==> src/design/rrtq_pkg.sv <==
`timescale 1ns / 1ps
// ----------------------------------------------------------------------------
// rrtq_pkg
// Shared types and codes for the round-robin task queue.
// ----------------------------------------------------------------------------
package rrtq_pkg;

    localparam int ID_W   = 16;
    localparam int SKIP_W = 8;

    localparam logic [SKIP_W-1:0] SKIP_LIMIT = 8'hFF;

    // Operation codes
    localparam logic [2:0] MODE_ENQ   = 3'd0;
    localparam logic [2:0] MODE_DEQ   = 3'd1;
    localparam logic [2:0] MODE_PICK  = 3'd2;
    localparam logic [2:0] MODE_YIELD = 3'd3;
    localparam logic [2:0] MODE_HALT  = 3'd4;

    // Status codes
    localparam logic [1:0] ST_OK       = 2'd0;
    localparam logic [1:0] ST_FULL     = 2'd1;
    localparam logic [1:0] ST_NOTFOUND = 2'd2;
    localparam logic [1:0] ST_EMPTY    = 2'd3;

    typedef struct packed {
        logic [2:0]        mode;
        logic [ID_W-1:0]   task_id;
        logic              halt_sleep;
        logic [SKIP_W-1:0] skip_start;
    } req_t;

    typedef struct packed {
        logic [ID_W-1:0] chosen_id;
        logic            chosen_valid;
        logic [1:0]      status;
        logic [10:0]     occupancy;
    } rsp_t;

    typedef struct packed {
        logic [ID_W-1:0]   id;
        logic              halt;
        logic [SKIP_W-1:0] skip;
    } entry_t;

    // Controller to datapath commands
    typedef struct packed {
        logic       load;
        logic       enq;
        logic       find_init;
        logic       mod_start;
        logic       mod_take;
        logic       rd_idx;
        logic       rd_last;
        logic       wr_skip;
        logic       wr_halt;
        logic       wr_move;
        logic       hit_latch;
        logic       cnt_dec;
        logic       lin_adv;
        logic       wrap_adv;
        logic       pos_inc;
        logic       restore;
        logic       res_load;
        logic       res_pick;
        logic [1:0] res_status;
    } dp_cmd_t;

    // Datapath to controller status
    typedef struct packed {
        logic [2:0] mode;
        logic       cnt_zero;
        logic       cnt_full;
        logic       match;
        logic       runnable;
        logic       iter_last;
        logic       mod_done;
        logic       out_free;
    } dp_stat_t;

endpackage

==> src/design/rrtq_ctrl.sv <==
`timescale 1ns / 1ps
// ----------------------------------------------------------------------------
// rrtq_ctrl
// Controller: sequences each operation over the datapath.
// ----------------------------------------------------------------------------
module rrtq_ctrl (
    input  logic                clk,
    input  logic                rst_n,
    input  logic                req_valid,
    output logic                ready,
    input  rrtq_pkg::dp_stat_t  stat,
    output rrtq_pkg::dp_cmd_t   cmd
);

    typedef enum logic [3:0] {
        S_IDLE, S_DISPATCH, S_FRD, S_FCHK, S_MOVE, S_DIV,
        S_PRD, S_PCHK, S_PRDL, S_PLAST, S_FIN
    } state_t;

    state_t     state_reg, state_next;
    logic [1:0] status_reg, status_next;
    logic       pick_reg, pick_next;

    assign ready = (state_reg == S_IDLE);

    always_comb
    begin
        cmd         = '0;
        state_next  = state_reg;
        status_next = status_reg;
        pick_next   = pick_reg;
        case (state_reg)
            S_IDLE:
            begin
                if (req_valid)
                begin
                    cmd.load    = 1'b1;
                    status_next = rrtq_pkg::ST_OK;
                    pick_next   = 1'b0;
                    state_next  = S_DISPATCH;
                end
            end
            S_DISPATCH:
            begin
                state_next = S_FIN;
                case (stat.mode)
                    rrtq_pkg::MODE_ENQ:
                    begin
                        if (stat.cnt_full)
                            status_next = rrtq_pkg::ST_FULL;
                        else
                            cmd.enq = 1'b1;
                    end
                    rrtq_pkg::MODE_DEQ, rrtq_pkg::MODE_HALT:
                    begin
                        if (stat.cnt_zero)
                            status_next = rrtq_pkg::ST_NOTFOUND;
                        else
                        begin
                            cmd.find_init = 1'b1;
                            state_next    = S_FRD;
                        end
                    end
                    rrtq_pkg::MODE_PICK:
                    begin
                        if (stat.cnt_zero)
                            status_next = rrtq_pkg::ST_EMPTY;
                        else
                        begin
                            cmd.mod_start = 1'b1;
                            state_next    = S_DIV;
                        end
                    end
                    rrtq_pkg::MODE_YIELD:
                        cmd.pos_inc = 1'b1;
                    default:
                        state_next = S_FIN;
                endcase
            end
            // Linear search for the first matching id
            S_FRD:
            begin
                cmd.rd_idx = 1'b1;
                state_next = S_FCHK;
            end
            S_FCHK:
            begin
                if (stat.match)
                begin
                    cmd.hit_latch = 1'b1;
                    if (stat.mode == rrtq_pkg::MODE_DEQ)
                    begin
                        cmd.rd_last = 1'b1;
                        state_next  = S_MOVE;
                    end
                    else
                    begin
                        cmd.wr_halt = 1'b1;
                        state_next  = S_FIN;
                    end
                end
                else if (stat.iter_last)
                begin
                    status_next = rrtq_pkg::ST_NOTFOUND;
                    state_next  = S_FIN;
                end
                else
                begin
                    cmd.lin_adv = 1'b1;
                    state_next  = S_FRD;
                end
            end
            // Move the last entry into the freed slot
            S_MOVE:
            begin
                cmd.wr_move = 1'b1;
                cmd.cnt_dec = 1'b1;
                state_next  = S_FIN;
            end
            S_DIV:
            begin
                if (stat.mod_done)
                begin
                    cmd.mod_take = 1'b1;
                    state_next   = S_PRD;
                end
            end
            // Round-robin scan, bumping skip counters of halted entries
            S_PRD:
            begin
                cmd.rd_idx = 1'b1;
                state_next = S_PCHK;
            end
            S_PCHK:
            begin
                if (stat.runnable)
                begin
                    cmd.pos_inc = 1'b1;
                    pick_next   = 1'b1;
                    state_next  = S_FIN;
                end
                else
                begin
                    cmd.wr_skip = 1'b1;
                    if (stat.iter_last)
                    begin
                        cmd.restore = 1'b1;
                        state_next  = S_PRDL;
                    end
                    else
                    begin
                        cmd.pos_inc  = 1'b1;
                        cmd.wrap_adv = 1'b1;
                        state_next   = S_PRD;
                    end
                end
            end
            // Nothing eligible: re-read the entry at the saved position
            S_PRDL:
            begin
                cmd.rd_idx = 1'b1;
                state_next = S_PLAST;
            end
            S_PLAST:
            begin
                pick_next  = 1'b1;
                state_next = S_FIN;
            end
            S_FIN:
            begin
                if (stat.out_free)
                begin
                    cmd.res_load   = 1'b1;
                    cmd.res_pick   = pick_reg;
                    cmd.res_status = status_reg;
                    state_next     = S_IDLE;
                end
            end
            default:
                state_next = S_IDLE;
        endcase
    end

    always_ff @(posedge clk or negedge rst_n)
    begin
        if (!rst_n)
        begin
            state_reg  <= S_IDLE;
            status_reg <= rrtq_pkg::ST_OK;
            pick_reg   <= 1'b0;
        end
        else
        begin
            state_reg  <= state_next;
            status_reg <= status_next;
            pick_reg   <= pick_next;
        end
    end

endmodule

==> config.mk <==
export PLATFORM = sky130hd
export DESIGN_NAME = rrtq_ctrl
export DESIGN_NICKNAME = d
export VERILOG_FILES = /design/src/design/rrtq_pkg.sv /design/src/design/rrtq_ctrl.sv
export SDC_FILE = /design/constraint.sdc
export NUM_CORES = 1
export LEC_CHECK = 0
export ABC_AREA = 1
export BUFFER_PORTS_ARGS = -buffer_cell sky130_fd_sc_hd__buf_2
export CAP_MARGIN = 30
export CORE_MARGIN = 5
export CORE_UTILIZATION = 41
export CTS_CLUSTER_SIZE = 8
export DETAILED_ROUTE_END_ITERATION = 16
export PLACE_DENSITY = 0.75
export SLEW_MARGIN = 30
export SYNTH_ARGS = -nofsm -noshare
export SYNTH_HDL_FRONTEND = slang
export SYNTH_SLANG_ARGS = --single-unit
==> constraint.sdc <==
create_clock -name clk -period 3.68 [get_ports clk]
set_input_delay 0.368 -clock clk [delete_from_list [all_inputs] [get_ports clk]]
set_output_delay 0.368 -clock clk [all_outputs]
set_load 0.01 [all_outputs]
==> qor.txt <==
Relative slew slack = 81.52%
Final period util = 50.44%
Maxcap violations = 0
Adder-Cell Fraction of Synth Area = 0%
RSZ-0062 raised after global routing = false
Distinct cells, synth = 20
Num rows = 15
Nets = 185
Vias in the first global route = 908
Sequential Area = 175.2 um2
Via count = 936
Outcome = completed
Cell Int Power = 0.2768 mW
HP Class = in -> reg
Drt wl/cell = 11.21 um
Critical path, cell by cell = nor2_1 -> nand2_2 -> o41ai_1 -> buf_2
Sw frac = 52.29%
Largest stage delay on the critical path = 0.42 ns
CP Data Required Time = 3.31 ns
Layout cells sized above 1 = 31.58%
Layout area overhead = 29.27%
CTS clk-pin slew, worst paths = 0.05 ns
Commonest non-fill, non-tap cells in the layout = nand2_1 (38), buf_2 (33), inv_1 (23)
# clock sinks = 7
Crit Reg-Reg Startpoint = state_reg[0]$_DFFE_PN0P_
Worst VDD drop = 271.3 uV
Final Max Slew Viols = 0
Largest family of logic cells by synthesized area = simple AND/OR/NAND/NOR gates
Critical path launch point type = flip-flop
Final Hold Vio Count = 0
Lkg Pwr = 0.6393 nW
Area occupied by multi-input gates = 489.2 um2
First-pass GRT wire length = 3636 um
Seq/Total Area, Yosys = 22.76%
Mapped cell area = 769.5 um2
DIE AREA = 2843 um2
Drt first-iter violations = 31
Mux contribution to synthesized area = 0%
Total Routing Usage GR = 17.41%
Core box area = 1764 um2
Minimum clock period = 1.856 ns
Placed cell count = 191
Pin count of the biggest net entering global routing = 8
Setup crit start = state_reg[3]$_DFFE_PN0P_
Logic pwr share = 63.2%
Post-CTS sizing = 0
Hold_ws = 0.3979 ns
Post-Synth Simple-Gate Area = 54.80%
Mean post-synth cell area = 5.742 um2
Syn. warnings = 0
Clock skew = 0.003130 ns
Port bufs = 33
Worst-case clock buffer depth = 2
Total gr overflow = 0
DRT Pass-1 Iters = 4
CP Max Fanout = 5
Worst Setup EP = cmd[5]
Synthesized instance count = 134
CP max stage cell = dfrtp_1
Setup slack on the worst flop-to-flop path = 2.28 ns
Via-to-Cell Ratio = 4.776
Fill cells = 218
Psw = 0.3033 mW
Initial antenna violation count = 0
Post-Syn Nets = 147
# diodes = 0
Worst Setup End Kind = primary output
Chip width = 53.32 um
Commonest non-fill, non-tap cell in the layout = nand2_1
Arrival @ worst endpoint = 1.49 ns
Max Clk Rate = 538.7 MHz
DR DRC count = 0
Clk pwr share = 12.2%
Actual slew at the worst max-slew pin = 0.2761 ns
Hold path startpoint = stat[1]
Routability congestion estimate = 0.9302
Compound-Gate Fraction of Synth Area = 8.780%
Max reg flops = 4
Final Instance Count excl. Fillers = 196
Post-synthesis xor/xnor area fraction = 0%
Kind of critical path = reg -> out
Setup TNS = 0 ns
H-tree depth = 1
TritonCTS buffer count = 3
Final HPWL DP = 1857 um
# IOs = 34
Root buffer cell = clkbuf_4
CTS tree = done
Power Density = 583.1 nW/um2
Routed WL = 2198 um
Skew-Pair Late Insertion Delay = 0.26 ns
Die Y = 53.32 um
Worst R2R Path Depth = 9
R2r endpoint = status_reg[1]$_DFFE_PN0P_
Post-route ant nets = 0
Initial Utilization = 43.62%
Seq cells post-synth = 7
Final setup violation count = 0
Power share of the sequential group = 24.6%
power by group through the flow:
stage	registers, mW	clock network [mW]	logic [mW]
after global routing	0.146	0.0776	0.421
after global placement	0.142	0	0.362
after floorplan	0.139	0	0.273
after CTS	0.143	0.0723	0.368
final	0.143	0.0709	0.367
after detailed placement	0.144	0	0.365
area by class of cell:
class / count / area share, %
sequential: 7 / 17.61
timing repair buffer: 34 / 17.61
clock buffer: 4 / 2.642
tap: 25 / 3.145
inverter: 26 / 9.811
multi-input combinational: 100 / 49.18
repair_timing:
| action | CTS | global route |
|---|---|---|
| hold buffers | 1 | 0 |
| setup buffers | 0 | 0 |
| hold endpoints to repair | 7 | 0 |
how the worst min path moves through the flow:
stage / depth (start not counted) / slack (ns) / to
after floorplan: 0 / 0.07 / pick_reg$_DFFE_PN0P_
after global placement: 1 / 0.21 / pick_reg$_DFFE_PN0P_
after detailed placement: 1 / 0.20 / pick_reg$_DFFE_PN0P_
after CTS: 4 / 0.39 / state_reg[0]$_DFFE_PN0P_
after global routing: 4 / 0.43 / state_reg[0]$_DFFE_PN0P_
final: 4 / 0.40 / state_reg[0]$_DFFE_PN0P_
metal layers:
metal / wire length, um / GRT usage (%)
met1: 899 / 18.15
met2: 1142 / 33.06
met3: 129 / 4.225
met4: 27 / 5.957
met5: 0 / 0
through the flow:
step | area [um2] | total power, mW | setup WS (ns) | utilization, %
2_1_floorplan | 769.5 | 0.4120 | 2.145 | -
3_3_place_gp | 958.4 | 0.5039 | 2.155 | 54.33
3_5_place_dp | 958.4 | 0.5094 | 2.078 | 54.33
4_1_cts | 994.7 | 0.5836 | 1.799 | 56.38
5_1_grt | 994.7 | 0.6447 | 1.681 | 56.38
6_report | 994.7 | 0.5800 | 1.824 | 56.38
synthesized netlist by cell type (all sizes together):
| cell type | instances | area, um2 |
|---|---|---|
| a21oi | 2 | 13.76 |
| buf | 1 | 7.510 |
| dfrtp | 7 | 175.2 |
| inv | 26 | 97.59 |
| nand2 | 42 | 167.7 |
| nand3 | 11 | 60.06 |
| nand3b | 1 | 7.510 |
| nand4 | 2 | 12.51 |
| nor2 | 31 | 163.9 |
| nor3 | 2 | 10.01 |
| o211ai | 2 | 15.01 |
| o21ai | 6 | 30.03 |
| o41ai | 1 | 8.760 |
critical path, delay by kind of cell, from the launching register on:
| kind | cells | cell delay, ns |
|---|---|---|
| DFF | 1 | 0.42 |
| and+or+nand+nor | 2 | 0.39 |
| AOI/OAI and AO/OA | 1 | 0.24 |
| buffers and inverters | 1 | 0.18 |
cell families after synthesis:
group | after synthesis
AND/OR/NAND/NOR | 89
buffers and inverters | 27
AO/OA/AOI/OAI | 11
flip-flops | 7
Power figures use the tool's default switching activity.
